$ cat src/design/blg_pkg.sv
// Shared types and constants for the Bresenham line generator.
package blg_pkg;

	localparam int COORD_BITS     = 6;
	localparam int DEC_BITS       = COORD_BITS + 3;
	localparam int QUEUE_DEPTH    = 2;
	localparam int QUEUE_PTR_BITS = $clog2(QUEUE_DEPTH);
	localparam int QUEUE_CNT_BITS = $clog2(QUEUE_DEPTH + 1);

	typedef logic [COORD_BITS-1:0]      coord_t;
	typedef logic signed [DEC_BITS-1:0] dec_t;

	// One classified line request, ready for stepping.
	typedef struct packed {
		logic   shallow;
		logic   minor_neg;
		coord_t maj0;
		coord_t min0;
		coord_t dmaj;
		coord_t dmin;
		dec_t   dec0;
	} blg_item_t;

	// Handshake from the stepping engine back to the queue.
	typedef struct packed {
		logic pop;
	} blg_qctl_t;

endpackage

$ cat src/design/blg_front.sv
// Front end: accepts a line request and classifies it for the stepping engine.
module blg_front (
	input  blg_pkg::coord_t    start_x,
	input  blg_pkg::coord_t    start_y,
	input  blg_pkg::coord_t    end_x,
	input  blg_pkg::coord_t    end_y,
	input  logic               start,
	input  logic               full,
	output logic               busy,
	output logic               push,
	output blg_pkg::blg_item_t item
);
	import blg_pkg::*;

	coord_t adx, ady;
	coord_t maj0, min0, maj1, min1;
	logic   shallow;
	logic   swap;
	dec_t   dmin_e, dmaj_e;

	// Accept a request whenever the queue has room
	assign busy = full;
	assign push = start & ~full;

	// Absolute deltas and major axis choice
	assign adx     = (start_x > end_x) ? (start_x - end_x) : (end_x - start_x);
	assign ady     = (start_y > end_y) ? (start_y - end_y) : (end_y - start_y);
	assign shallow = (ady < adx);
	assign swap    = shallow ? (start_x > end_x) : (start_y > end_y);

	// Order endpoints so the run goes up the major axis
	always_comb begin
		if (shallow) begin
			maj0 = swap ? end_x   : start_x;
			min0 = swap ? end_y   : start_y;
			maj1 = swap ? start_x : end_x;
			min1 = swap ? start_y : end_y;
		end else begin
			maj0 = swap ? end_y   : start_y;
			min0 = swap ? end_x   : start_x;
			maj1 = swap ? start_y : end_y;
			min1 = swap ? start_x : end_x;
		end
	end

	// Build the queue entry with the initial decision term
	always_comb begin
		item.shallow   = shallow;
		item.maj0      = maj0;
		item.min0      = min0;
		item.dmaj      = maj1 - maj0;
		item.minor_neg = (min1 < min0);
		item.dmin      = item.minor_neg ? (min0 - min1) : (min1 - min0);
		dmin_e         = dec_t'({{(DEC_BITS-COORD_BITS){1'b0}}, item.dmin});
		dmaj_e         = dec_t'({{(DEC_BITS-COORD_BITS){1'b0}}, item.dmaj});
		item.dec0      = (dmin_e <<< 1) - dmaj_e;
	end

endmodule

$ cat src/design/blg_queue.sv
// Short request queue between the front end and the stepping engine.
module blg_queue (
	input  logic               clk,
	input  logic               arst_n,
	input  logic               push,
	input  blg_pkg::blg_item_t wr_item,
	output logic               full,
	input  blg_pkg::blg_qctl_t ctl_in,
	output logic               avail,
	output blg_pkg::blg_item_t rd_item
);
	import blg_pkg::*;

	blg_item_t                 mem_q [QUEUE_DEPTH];
	logic [QUEUE_PTR_BITS-1:0] wr_ptr_q, rd_ptr_q;
	logic [QUEUE_CNT_BITS-1:0] count_q;
	logic                      pop;

	assign full    = (count_q == QUEUE_CNT_BITS'(QUEUE_DEPTH));
	assign avail   = (count_q != '0);
	assign pop     = ctl_in.pop & avail;
	assign rd_item = mem_q[rd_ptr_q];

	// Store an incoming request
	always_ff @(posedge clk) begin
		if (push) begin
			mem_q[wr_ptr_q] <= wr_item;
		end
	end

	// Advance pointers and occupancy
	always_ff @(posedge clk or negedge arst_n) begin
		if (!arst_n) begin
			wr_ptr_q <= '0;
			rd_ptr_q <= '0;
			count_q  <= '0;
		end else begin
			if (push) begin
				wr_ptr_q <= wr_ptr_q + 1'b1;
			end
			if (pop) begin
				rd_ptr_q <= rd_ptr_q + 1'b1;
			end
			if (push && !pop) begin
				count_q <= count_q + 1'b1;
			end else if (pop && !push) begin
				count_q <= count_q - 1'b1;
			end
		end
	end

endmodule

$ cat src/design/blg_back.sv
// Stepping engine: walks one queued line and emits a point per cycle.
module blg_back (
	input  logic               clk,
	input  logic               arst_n,
	input  logic               avail,
	input  blg_pkg::blg_item_t item,
	output blg_pkg::blg_qctl_t ctl_out,
	output logic               point_valid,
	output blg_pkg::coord_t    point_x,
	output blg_pkg::coord_t    point_y,
	output logic               last_point
);
	import blg_pkg::*;

	logic   active_q;
	logic   shallow_q, neg_q;
	coord_t maj_q, min_q, dmaj_q, dmin_q, rem_q;
	dec_t   dec_q;
	logic   valid_q, last_q;
	coord_t px_q, py_q;

	logic   load;
	logic   done;
	dec_t   dmin_e, dmaj_e;

	assign done        = active_q & (rem_q == '0);
	assign load        = avail & (~active_q | done);
	assign ctl_out.pop = load;

	assign dmin_e = dec_t'({{(DEC_BITS-COORD_BITS){1'b0}}, dmin_q});
	assign dmaj_e = dec_t'({{(DEC_BITS-COORD_BITS){1'b0}}, dmaj_q});

	// Track whether a line is in progress
	always_ff @(posedge clk or negedge arst_n) begin
		if (!arst_n) begin
			active_q <= 1'b0;
			valid_q  <= 1'b0;
		end else begin
			valid_q <= active_q;
			if (load) begin
				active_q <= 1'b1;
			end else if (done) begin
				active_q <= 1'b0;
			end
		end
	end

	// Load a new line or advance one step along the current one
	always_ff @(posedge clk) begin
		if (load) begin
			shallow_q <= item.shallow;
			neg_q     <= item.minor_neg;
			maj_q     <= item.maj0;
			min_q     <= item.min0;
			dmaj_q    <= item.dmaj;
			dmin_q    <= item.dmin;
			rem_q     <= item.dmaj;
			dec_q     <= item.dec0;
		end else if (active_q) begin
			maj_q <= maj_q + 1'b1;
			rem_q <= rem_q - 1'b1;
			if (dec_q > dec_t'(0)) begin
				min_q <= neg_q ? (min_q - 1'b1) : (min_q + 1'b1);
				dec_q <= dec_q + ((dmin_e - dmaj_e) <<< 1);
			end else begin
				dec_q <= dec_q + (dmin_e <<< 1);
			end
		end
	end

	// Register the current point for output
	always_ff @(posedge clk) begin
		if (active_q) begin
			px_q   <= shallow_q ? maj_q : min_q;
			py_q   <= shallow_q ? min_q : maj_q;
			last_q <= (rem_q == '0);
		end
	end

	assign point_valid = valid_q;
	assign point_x     = px_q;
	assign point_y     = py_q;
	assign last_point  = last_q;

endmodule

$ cat src/design/bresenham_line_generator_unit.sv
// Bresenham line generator: emits every raster point between two endpoints.
// With the engine idle, a request's first point leaves via the queue, line and point registers.
// Throughput: |major delta| + 1 points per line (1 to 64), one point per cycle,
// set by the single stepping engine; queued lines follow each other with no gap.
// A two-entry queue takes requests while a line runs; busy is high when it is full.
// Reset (asynchronous, active low) empties the queue and stops any line; no result is held off.
module bresenham_line_generator_unit (
	input  logic            clk,
	input  logic            arst_n,
	input  logic            start,
	output logic            busy,
	input  blg_pkg::coord_t start_x,
	input  blg_pkg::coord_t start_y,
	input  blg_pkg::coord_t end_x,
	input  blg_pkg::coord_t end_y,
	output logic            point_valid,
	output blg_pkg::coord_t point_x,
	output blg_pkg::coord_t point_y,
	output logic            last_point
);
	import blg_pkg::*;

	blg_item_t push_item, pop_item;
	blg_qctl_t qctl;
	logic      push, full, avail;

	// Classify incoming requests
	blg_front u_front (
		.start_x (start_x),
		.start_y (start_y),
		.end_x   (end_x),
		.end_y   (end_y),
		.start   (start),
		.full    (full),
		.busy    (busy),
		.push    (push),
		.item    (push_item)
	);

	// Buffer classified requests
	blg_queue u_queue (
		.clk     (clk),
		.arst_n  (arst_n),
		.push    (push),
		.wr_item (push_item),
		.full    (full),
		.ctl_in  (qctl),
		.avail   (avail),
		.rd_item (pop_item)
	);

	// Step each line out point by point
	blg_back u_back (
		.clk         (clk),
		.arst_n      (arst_n),
		.avail       (avail),
		.item        (pop_item),
		.ctl_out     (qctl),
		.point_valid (point_valid),
		.point_x     (point_x),
		.point_y     (point_y),
		.last_point  (last_point)
	);

endmodule

$ cat config.mk
export PLATFORM = sky130hd
export DESIGN_NAME = bresenham_line_generator_unit
export DESIGN_NICKNAME = d
export VERILOG_FILES = /design/src/design/blg_pkg.sv /design/src/design/blg_front.sv /design/src/design/blg_queue.sv /design/src/design/blg_back.sv /design/src/design/bresenham_line_generator_unit.sv
export SDC_FILE = /design/constraint.sdc
export NUM_CORES = 1
export LEC_CHECK = 0
export BUFFER_PORTS_ARGS = -buffer_cell sky130_fd_sc_hd__buf_2
export CAP_MARGIN = 20
export CORE_AREA = 2 2 119 121
export DETAILED_ROUTE_END_ITERATION = 10
export DIE_AREA = 0 0 121 123
export GPL_ROUTABILITY_DRIVEN = 1
export PLACE_DENSITY = 0.79
export SLEW_MARGIN = 20
export SYNTH_ARGS = -nofsm -noshare
export SYNTH_HDL_FRONTEND = slang
export SYNTH_SLANG_ARGS = --single-unit
$ cat constraint.sdc
create_clock -name clk -period 6.2 [get_ports clk]
set_input_delay 1.24 -clock clk [delete_from_list [all_inputs] [get_ports clk]]
set_output_delay 1.24 -clock clk [all_outputs]
set_load 0.005 [all_outputs]
# Yosys cells after proc, flatten, opt, wreduce, memory -nomap -nowiden
# Memory sizes are Yosys's and may differ from the RTL's.
# Index checks and enable logic that the tools add are counted.
word_totals:
  mem_count: 1
  inputBits: 27
  ff_bits: 60
  out_inout_bits: 15
  word_cells: 91
  mem_bits_rw: 70
memory_table:
  columns: ["memory", "depth", "word_bits", "rd", "rd_ports_with_merged_regs", "write_ports", "line_no", "source"]
  rows:
  - ["u_queue.mem_q", 2, 35, 1, 0, 1, "blg_queue.sv:14", "blg_item_t mem_q [QUEUE_DEPTH];"]
classes:
  eq_ne: 1
  reduce_logical: 11
  order_cmp: 5
  n_mux: 31
  n_bitwise: 7
  addsub: 19
op_table:
  columns: ["op", "count"]
  rows:
  - ["two-way mux 6 bit", 21]
  - ["subtractor 6 bit", 7]
  - ["two-way mux 9 bit", 3]
  - ["adder 6 x 1 -> 6 bit, second input constant", 2]
  - ["greater-than comparator 6 bit", 2]
  - ["less-than comparator 6 bit", 2]
  - ["subtractor 6 x 1 -> 6 bit, second input constant", 2]
  - ["nonzero test 2 bit", 5]
  - ["adder 9 x 8 -> 9 bit", 1]
  - ["adder 9 bit", 1]
  - ["greater-than comparator 9 x 1 -> 1 bit, second input constant", 1]
  - ["subtractor 7 x 6 -> 8 bit", 1]
  - ["subtractor 6 x 6 -> 7 bit", 1]
  - ["zero test 6 bit", 1]
  - ["two-way mux 1 bit", 5]
  - ["AND 1 bit", 4]
  - ["two-way mux 2 bit", 2]
  - ["adder 1 bit, second input constant", 2]
  - ["adder 2 x 1 -> 2 bit, second input constant", 1]
  - ["equality test 2 bit, second input constant", 1]
  - ["logical AND 1 bit", 2]
  - ["zero test 1 bit", 2]
  - ["inverter 1 bit", 2]
  - ["AND reduction 2 bit", 1]
  - ["2 further kinds", 2]

# Logic depth before layout (Yosys ltp)
# Gate-level depths: netlist of run 1.
logic_depth:
  depth_word: 9
  ltp_mapped: 42
  depth_no_buf: 38

# Hierarchy
# A second synthesis of run 1 with hierarchy kept.
unflattened:
  cells_unflattened: 775
  area_unflattened_um2: 8734.6
by_module_without_submodules:
  columns: ["mod", "area_per_inst_um2", "seq_area_each_um2", "instances", "cells_per_inst"]
  rows:
  - ["blg_back", 3153.0, 1671.6, 1, 262]
  - ["blg_queue", 2865.2, 2202.1, 1, 125]
  - ["blg_front", 2716.4, 0.0, 1, 388]

# Least setup slack after synthesis of run 1
# No wires, ideal clock.
synth_path:
  kind: "input to register"
  from: "input port start_y[0]"
  to: "memory u_queue.mem_q[0][6] (netlist name) (data pin)"
  path_buffers: 3
  arrival_ns: 8.496
  setup_ns: 0.271
  slack_ns: -2.567
  stages: 41
  t_required_ns: 5.929
  cell_sequence: "inv_1 > ha_1 > inv_1 > fa_1 > a21o_1 > a21boi_1 > nor3_1 > o311a_1 > o22ai_1 > nand2_1 > nand3_1 > a221oi_1 > xnor2_1 > ha_1 > a2111oi_2 > o21ai_1 > o21a_1 > buf_6 > (+5 left out) > a21oi_1 > nand2_1 > and2_1 > inv_1 > ha_1 > fa_1 > nor3_1 > o31a_1 > o311a_4 > or2_2 > a21oi_1 > xor2_1 > ha_1 > inv_1 > o21bai_1 > a21o_1 > a21oi_1 > xnor3_1"
synth_lines:
  columns: ["element", "line_no", "source"]
  rows:
  - ["from (decl)", "bresenham_line_generator_unit.sv:13", "input blg_pkg::coord_t start_y,"]
  - ["to (decl)", "blg_queue.sv:14", null]

==> impl_metrics.env, run 1 <==
export IMPL_grt_met2_usage_pct=68.8
export IMPL_cp_data_required_time_ps=6360
export IMPL_cts_root_buffer="clkbuf_16"
export IMPL_netlist_instances=788
export IMPL_die_h_um=123
export IMPL_hp_start="u_queue.mem_q[1][12]"
export IMPL_global_route_peak_usage_layer="met2"
export IMPL_drtPass1Iterations=7
export IMPL_startpoint="start_x[0]"
export IMPL_vias_per_cell=6.73
export IMPL_setup_viol=32
export IMPL_cpMostUsedCell="a21oi_2"
export IMPL_totalWireLength_um=33800
export IMPL_crit_path_start_kind="primary input"
export IMPL_syn_area_mm2=0.00829
export IMPL_regArea_mm2=0.00375
export IMPL_min_period_over_period_pct=127
export IMPL_crit_fanout=16
export IMPL_cts_buffers=17
export IMPL_grt_max_degree=60
export IMPL_drv_slew=0
export IMPL_gr_total_overflow=0
export IMPL_relSlewSlack_pct=28.3
export IMPL_synthArstFlopShare_pct=4.76
export IMPL_syn_to_final_growth_pct=38.8
export IMPL_grt_util_met1_pct=39.8
export IMPL_rsz0062_at_grt="yes"
export IMPL_tightestPinTransition_ps=1070
export IMPL_multi_input_area_mm2=0.00468
export IMPL_reg2reg_depth=14
export IMPL_synth_edf_count=120
export IMPL_ys_seq_area_share_pct=45.3
export IMPL_vias=8279
export IMPL_antenna_found_initial=2
export IMPL_hpwl_um=17100
export IMPL_endpoint_kind="flop"
export IMPL_htreeDepth=4
export IMPL_clkTransAtPathRegs_ps=60
export IMPL_reg2reg_from="u_back.dec_q[0]"
export IMPL_initial_core_util_pct=60.9
export IMPL_slowest_stage="o311a_1"
export IMPL_ys_flop_type="edfxtp_1"
export IMPL_slowest_delay_ps=350
export IMPL_wl_per_cell_um=27.5
export IMPL_die_area_mm2=0.0149
export IMPL_detail_route_antenna_nets=0
export IMPL_core_area_mm2=0.0136
export IMPL_drive_above_1_share_pct=39.3
export IMPL_clock_latency_ps=430
export IMPL_clock_path_buffers=2
export IMPL_crit_type="primary input to flop"
export IMPL_drc=0
export IMPL_crit_arrival_ps=8010
export IMPL_cts_sinks=126
export IMPL_setup_ws_ps=-1660
export IMPL_ioPinCount=42
export IMPL_status="finished, violations left"
export IMPL_synth_seq_cells=126
export IMPL_final_hold_viol_count=0
export IMPL_grt_usage_pct=39.8
export IMPL_met3_usage_pct=11.1
export IMPL_fmax_ghz=0.127
export IMPL_ys_warn_count=0
export IMPL_grt_pass1_wl_um=43600
export IMPL_violations="negative setup slack"
export IMPL_min_path_cells=1
export IMPL_fin_crit_ps=7860
export IMPL_placementRows=43
export IMPL_hold_class="flop to flop"
export IMPL_drtIter0Drc=1476
export IMPL_maxCapViolations=0
export IMPL_cts_tree="yes"
export IMPL_r2r_slack_ps=2150
export IMPL_place_gp_congestion=0.905
export IMPL_finish_net_count=1137
export IMPL_grt_pass1_vias=7971
export IMPL_die_w_um=121
export IMPL_clock_skew_final_ps=12.8
export IMPL_syn_area_per_cell_um2=10.5
export IMPL_yosysUniqueCellTypes=60
export IMPL_nFillCells=630
export IMPL_syn_nets=889
export IMPL_io_buffer_count=41
export IMPL_fin_tns_setup_ps=-29480
==> layer usage <==
layer	wire length (um)	vias up
li1	-	3313
met2	15900	866
met3	3650	324
met1	10400	3774
met5	45	-
met4	3830	2
==> Yosys cell counts (all sizes together) (4+ instances only) <==
cell	instances	area share (%)
a211oi	8	0.72
a21o	15	1.4
a21oi	76	4.6
and2	6	0.45
buf	10	0.56
clkbuf	11	0.50
dfrtp	6	1.8
edfxtp	120	43
fa	11	2.7
ha	63	9.5
inv	79	3.6
mux2	28	3.8
mux2i	37	4.5
nand2	62	2.8
nand3	14	0.85
nor2	71	3.2
nor2b	7	0.53
nor3	13	0.79
nor4	4	0.38
o211ai	8	0.72
o21a	4	0.36
o21ai	25	1.5
o21bai	6	0.54
o22ai	7	0.53
or2	4	0.30
xnor2	35	3.7
xor2	18	1.9
==> cell usage in the layout (no fill, tap or decap), drive strengths merged, types with 3 or more instances in the layout <==
cell    count
fa         11
ha         63
nand2      62
mux2i      37
inv        79
o21a        4
or3         3
xor2       18
nor3       13
a21oi      76
dfrtp       6
nor4        4
a211oi      8
o311a       3
or2         4
o21bai      6
nand3      14
o211a       3
and2        6
bufinv      5
a21o       15
o211ai      8
mux2       28
nand2b      3
clkbuf     18
clkinv      8
and3        3
buf       250
nor2b       7
edfxtp    120
nor2       71
xnor2      35
o22ai       7
o21ai      25
==> timing repair <==
action	CTS	global route
gates resized for setup	72	50
setup endpoints to repair	30	34
cloned	0	0
pin swaps	27	16
setup buffers	32	14
hold buffers	0	0
==> cell type report <==
type	count	area share (%)
flip-flops and latches	126	32.6
multi-input cells	561	40.7
inverters	80	2.81
well taps	180	1.96
clock inverters	14	1.72
clock buffers	18	3.73
repair buffers	250	16.5
diodes	1	0.0217
==> critical path: cells and delay by family <==
| family | cells | cell delay (ps) |
|---|---|---|
| compound gates | 15 | 2680 |
| fa+ha+maj | 5 | 1350 |
| mux | 1 | 260 |
| buf+inv | 8 | 990 |
| xor+xnor | 3 | 640 |
| simple gates | 7 | 830 |
==> per-stage QoR <==
stage	area [um^2]	utilization, %	hold slack (ps)	worst slack (ps)	instances
floorplan	8430	-	461	-1630	788
CTS	11200	82.2	547	-1090	1218
finish	11500	84.5	550	-1660	1230
global placement	10000	73.6	497	-1620	1155
global route	11500	84.5	560	-1830	1230
detailed placement	10000	73.6	504	-1940	1155
==> logic make-up after synthesis <==
family                     count (synthesis)  share of synthesized area (%)
AOI/OAI and AO/OA                        172                           13.0
xor gates and xnor gates                  54                           5.87
adders and majority gates                 75                           12.3
buffers and inverters                    101                           4.74
DFF                                      126                           45.3
muxes                                     65                           8.27
and+or+nand+nor                          195                           10.6
==> registers in the layout, summed over array words and instances (netlist names), 2 cells and up <==
signal and count:
u_back.point_x 6, u_back.dmin_q 6, u_back.min_q 6, u_back.maj_q 6, u_queue.count_q 2, u_back.rem_q 6
u_back.dec_q 9, u_queue.mem_q 66, u_back.point_y 6, u_back.dmaj_q 6
==> path summary, 6_finish.rpt <==
path	endpoint
max reg2reg	u_back.dec_q[7]
min	u_back.dmin_q[3]
max	u_queue.mem_q[0][6]
min reg2reg	u_back.dmin_q[3]
min in group asynchronous	u_queue.wr_ptr_q
max in group asynchronous	u_back.point_valid
Power of run 1 is left out: the tool's default activity adds up to more than one toggle a clock period on the data nets, which glitch-free logic cannot reach.
==> run 2: changes to the inputs <==
--- a/config.mk
+++ b/config.mk
@@ -10,2 +10,3 @@
 export CORE_AREA = 2 2 119 121
+export CTS_BUF_LIST = sky130_fd_sc_hd__clkbuf_4
 export DETAILED_ROUTE_END_ITERATION = 10
--- a/constraint.sdc
+++ b/constraint.sdc
@@ -3,2 +3,2 @@
 set_output_delay 1.24 -clock clk [all_outputs]
-set_load 0.005 [all_outputs]
+set_load 0.05 [all_outputs]
==> impl_metrics.env, run 2 (synthesis gave the netlist of run 1 again) <==
export IMPL_fin_tns_setup_ps=-19150
export IMPL_ioPinCount=42
export IMPL_finalNonFillerCells=1223
export IMPL_slowest_stage="fa_2"
export IMPL_relSlewSlack_pct=33.5
export IMPL_layout_commonest_cell="buf_4"
export IMPL_top_regs="u_queue.mem_q x66, u_back.dec_q x9"
export IMPL_die_h_um=123
export IMPL_clock_skew_final_ps=20.2
export IMPL_cts_tree="yes"
export IMPL_hpwl_um=17100
export IMPL_multi_input_area_mm2=0.00472
export IMPL_violations="negative setup slack"
export IMPL_cts_root_buffer="clkbuf_4"
export IMPL_initial_core_util_pct=60.9
export IMPL_grt_usage_pct=33.9
export IMPL_drtPass1Iterations=8
export IMPL_io_buffer_count=41
export IMPL_cts_buffers=17
export IMPL_fmax_ghz=0.132
export IMPL_detail_route_antenna_nets=0
export IMPL_core_area_mm2=0.0136
export IMPL_setup_ws_ps=-1370
export IMPL_totalWireLength_um=27100
export IMPL_reg2reg_from="u_back.dec_q[4]"
export IMPL_wl_per_cell_um=22.1
export IMPL_drtIter0Drc=807
export IMPL_r2r_slack_ps=2590
export IMPL_htreeDepth=4
export IMPL_largest_register="u_queue.mem_q"
export IMPL_drc=0
export IMPL_syn_to_final_growth_pct=35.0
export IMPL_clock_latency_ps=530
export IMPL_crit_type="primary input to flop"
export IMPL_placementRows=43
export IMPL_final_hold_viol_count=0
export IMPL_finish_net_count=1130
export IMPL_placed_area_mm2=0.0100
export IMPL_mostFrequentLayoutCells="191 x buf_4, 120 x edfxtp_1, 66 x inv_1, 65 x nor2_1"
export IMPL_fin_area_mm2=0.0112
export IMPL_grt_util_met1_pct=35.4
export IMPL_tightestPinTransition_ps=995
export IMPL_crit_fanout=6
export IMPL_place_gp_congestion=0.905
export IMPL_timing_rr_end="u_back.dec_q[8]"
export IMPL_status="finished, violations left"
export IMPL_largest_reg_flops=66
export IMPL_reg2reg_depth=13
export IMPL_clkTransAtPathRegs_ps=120
export IMPL_fin_crit_ps=7570
export IMPL_cpMostUsedCell="a21oi_2"
export IMPL_grt_met2_usage_pct=62.5
export IMPL_gr_total_overflow=0
export IMPL_setup_viol=30
export IMPL_maxCapViolations=0
export IMPL_cts_sinks=126
export IMPL_drv_slew=0
export IMPL_met3_usage_pct=4.84
export IMPL_antenna_found_initial=1
export IMPL_place_inst=1155
export IMPL_vias_per_cell=6.11
export IMPL_crit_arrival_ps=7850
export IMPL_die_w_um=121
export IMPL_global_route_peak_usage_layer="met2"
export IMPL_nFillCells=698
export IMPL_rsz0062_at_grt="yes"
export IMPL_clock_path_buffers=2
export IMPL_die_area_mm2=0.0149
export IMPL_endpoint_kind="flop"
export IMPL_cp_data_required_time_ps=6480
export IMPL_hold_class="primary input to asynchronous set/reset pin"
export IMPL_drive_above_1_share_pct=39.6
export IMPL_slowest_delay_ps=360
export IMPL_grt_pass1_vias=7529
export IMPL_grt_pass1_wl_um=38200
export IMPL_vias=7471
export IMPL_min_period_over_period_pct=122
export IMPL_crit_path_start_kind="primary input"
export IMPL_grt_max_degree=60
export IMPL_regArea_mm2=0.00375
==> run 2: cell types whose count changed in the layout (fill, tap and decap cells not counted), sizes merged <==
cell / before / now
bufbuf: 0 / 1
buf: 250 / 242
==> run 2: critical path: cells and delay by family <==
| kind | cells | cell delay [ps] |
|---|---|---|
| AOI/OAI and AO/OA | 14 | 2670 |
| adders and majority gates | 6 | 1520 |
| and+or+nand+nor | 7 | 830 |
| buffers and inverters | 8 | 700 |
| xor gates and xnor gates | 3 | 680 |
| muxes | 1 | 190 |
==> run 2: cell type report <==
type                       instances  area share, %
clock inverter                    14           1.77
multi-input combinational        561           42.2
antenna                            1         0.0224
tap                              180           2.01
inverter                          80           2.89
clock buffer                      18           1.21
sequential                       126           33.5
timing repair buffer             243           16.4
==> run 2: routing by layer <==
metal  up-vias  part of all wire [%]
li1       3302                     -
met2       487                    51
met4         0                   8.4
met1      3525                    35
met5         -                     0
met3       157                   6.0
==> run 2: worst max-delay path by stage <==
stage               startpoint                   to
floorplan           start_y[0]  u_queue.mem_q[0][6]
global placement    start_y[2]  u_queue.mem_q[0][6]
detailed placement  start_y[2]  u_queue.mem_q[1][6]
CTS                 start_y[0]  u_queue.mem_q[0][6]
global route        start_x[0]  u_queue.mem_q[0][6]
finish              start_x[0]  u_queue.mem_q[1][6]
==> run 2: what timing repair did <==
action / in CTS / in global routing
resized for setup: 69 / 46
pin swaps: 31 / 30
hold endpoints to repair: 0 / 0
cloned: 1 / 0
endpoints found under the setup margin: 30 / 32
setup buffers: 21 / 16
hold buffers: 0 / 0
==> run 2: stage by stage <==
| stage | hold WS [ps] | utilization, % | worst slack, ps |
|---|---|---|---|
| global placement | 497 | 73.6 | -1620 |
| CTS | 501 | 79.7 | -970 |
| detailed placement | 504 | 73.6 | -1940 |
| floorplan | 461 | - | -1630 |
| finish | 528 | 82.2 | -1370 |
| global route | 513 | 82.2 | -1610 |
Power of run 2 is left out for the same reason.
==> run 3: changes to the inputs <==
- CORE_AREA: 2 2 119 121 -> 2 2 118 120
- DIE_AREA: 0 0 121 123 -> 0 0 120 122
- PLACE_DENSITY: 0.79 -> 0.81
==> impl_metrics.env, run 3 (synthesis gave the netlist of run 1 again) <==
export IMPL_crit_path_start_kind="primary input"
export IMPL_vias_per_cell=6.18
export IMPL_status="finished, violations left"
export IMPL_detail_route_antenna_nets=0
export IMPL_grt_max_degree=60
export IMPL_finalNonFillerCells=1215
export IMPL_drtPass1Iterations=5
export IMPL_clkTransAtPathRegs_ps=130
export IMPL_ctsHoldBuffers=0
export IMPL_mostFrequentLayoutCells="171 x buf_4, 120 x edfxtp_1, 68 x nor2_1, 64 x inv_1, 57 x nand2_1"
export IMPL_endpoint_kind="flop"
export IMPL_core_area_mm2=0.0135
export IMPL_cts_tree="yes"
export IMPL_die_area_mm2=0.0146
export IMPL_slowest_delay_ps=370
export IMPL_totalWireLength_um=27700
export IMPL_finish_net_count=1122
export IMPL_syn_to_final_growth_pct=33.8
export IMPL_die_h_um=122
export IMPL_drtIter0Drc=836
export IMPL_maxCapViolations=0
export IMPL_largest_reg_flops=66
export IMPL_cp_data_required_time_ps=6500
export IMPL_fin_crit_ps=7570
export IMPL_clock_latency_ps=550
export IMPL_hold_class="primary input to asynchronous set/reset pin"
export IMPL_cp_endpoint="u_queue.mem_q[0][6]"
export IMPL_r2r_slack_ps=2160
export IMPL_place_inst=1148
export IMPL_setup_ws_ps=-1370
export IMPL_grt_pass1_vias=7526
export IMPL_slowest_stage="fa_2"
export IMPL_layout_commonest_cell="buf_4"
export IMPL_fmax_ghz=0.132
export IMPL_cts_buffers=17
export IMPL_hpwl_um=17200
export IMPL_top_regs="u_queue.mem_q x66, u_back.dec_q x9"
export IMPL_drv_slew=0
export IMPL_grt_pass1_wl_um=38900
export IMPL_relSlewSlack_pct=27.9
export IMPL_startpoint="start_x[0]"
export IMPL_crit_fanout=5
export IMPL_drive_above_1_share_pct=38.4
export IMPL_die_w_um=120
export IMPL_final_hold_viol_count=0
export IMPL_wl_per_cell_um=22.8
export IMPL_io_buffer_count=41
export IMPL_violations="negative setup slack"
export IMPL_vias=7511
export IMPL_rsz0062_at_grt="yes"
export IMPL_regArea_mm2=0.00375
export IMPL_crit_type="primary input to flop"
export IMPL_place_gp_congestion=1.01
export IMPL_ioPinCount=42
export IMPL_tightestPinTransition_ps=1080
export IMPL_multi_input_area_mm2=0.00467
export IMPL_cpMostUsedCell="a21oi_2"
export IMPL_reg2reg_depth=13
export IMPL_antenna_found_initial=1
export IMPL_clock_skew_final_ps=27.0
export IMPL_gr_total_overflow=0
export IMPL_placementRows=43
export IMPL_min_period_over_period_pct=122
export IMPL_initial_core_util_pct=61.4
export IMPL_crit_arrival_ps=7860
export IMPL_nFillCells=710
export IMPL_cts_root_buffer="clkbuf_4"
export IMPL_clock_path_buffers=2
export IMPL_htreeDepth=4
export IMPL_drc=0
export IMPL_reg2reg_from="u_back.dec_q[2]"
export IMPL_timing_rr_end="u_back.dec_q[8]"
export IMPL_largest_register="u_queue.mem_q"
export IMPL_grt_usage_pct=35.1
export IMPL_cts_sinks=126
export IMPL_setup_viol=28
[run 3: area by class of cell]
class	count	share of cell area [%]
multi-input cells	561	42.1
flip-flops and latches	126	33.8
repair buffers	235	16.2
inverters	80	2.96
well taps	180	2.03
clock inverters	13	1.55
clock buffers	19	1.29
diodes	1	0.0226
[run 3: repair_timing]
| item | CTS | global route |
|---|---|---|
| hold endpoints to repair | 0 | 0 |
| pin swaps | 30 | 30 |
| gates resized for setup | 68 | 59 |
| setup buffers | 23 | 16 |
| endpoints found under the setup margin | 28 | 31 |
[run 3: routing by layer]
metal | routed length (um) | vias up | share of wire, % | global-route usage, %
li1 | - | 3279 | - | -
met1 | 9750 | 3614 | 35 | 35.4
met2 | 14700 | 489 | 53 | 68.1
met3 | 1700 | 129 | 6.1 | 5.52
met4 | 1580 | 0 | 5.7 | 20.2
met5 | 0 | - | 0 | 0
[run 3: metrics by stage]
stage	setup slack (ps)	setup TNS (ps)	area [um^2]	util [%]	hold slack [ps]
2_1_floorplan	-1630	-24680	8430	-	461
3_3_place_gp	-1730	-32550	9960	73.8	498
3_5_place_dp	-1930	-36450	9960	73.8	520
4_1_cts	-1050	-12670	10700	79.4	509
5_1_grt	-1560	-24620	11100	82.1	514
6_report	-1370	-18970	11100	82.1	513
[run 3: how the worst min path moves through the flow]
stage | cells past startpoint | from | end | slack (ps)
floorplan | 1 | u_queue.wr_ptr_q | u_queue.wr_ptr_q | 460
global placement | 1 | u_queue.wr_ptr_q | u_queue.wr_ptr_q | 500
detailed placement | 1 | u_queue.count_q[1] | u_queue.count_q[1] | 520
CTS | 1 | arst_n | u_queue.count_q[1] | 510
global route | 1 | arst_n | u_queue.rd_ptr_q | 510
finish | 1 | arst_n | u_queue.count_q[1] | 510
[run 3: worst max-delay path: cells and delay by family]
kind,cells,cell delay [ps]
and+or+nand+nor,6,790
AOI/OAI and AO/OA,14,2760
adders and majority gates,6,1420
xor gates and xnor gates,2,440
muxes,2,610
buffers and inverters,7,600
Power of run 3 is left out for the same reason.
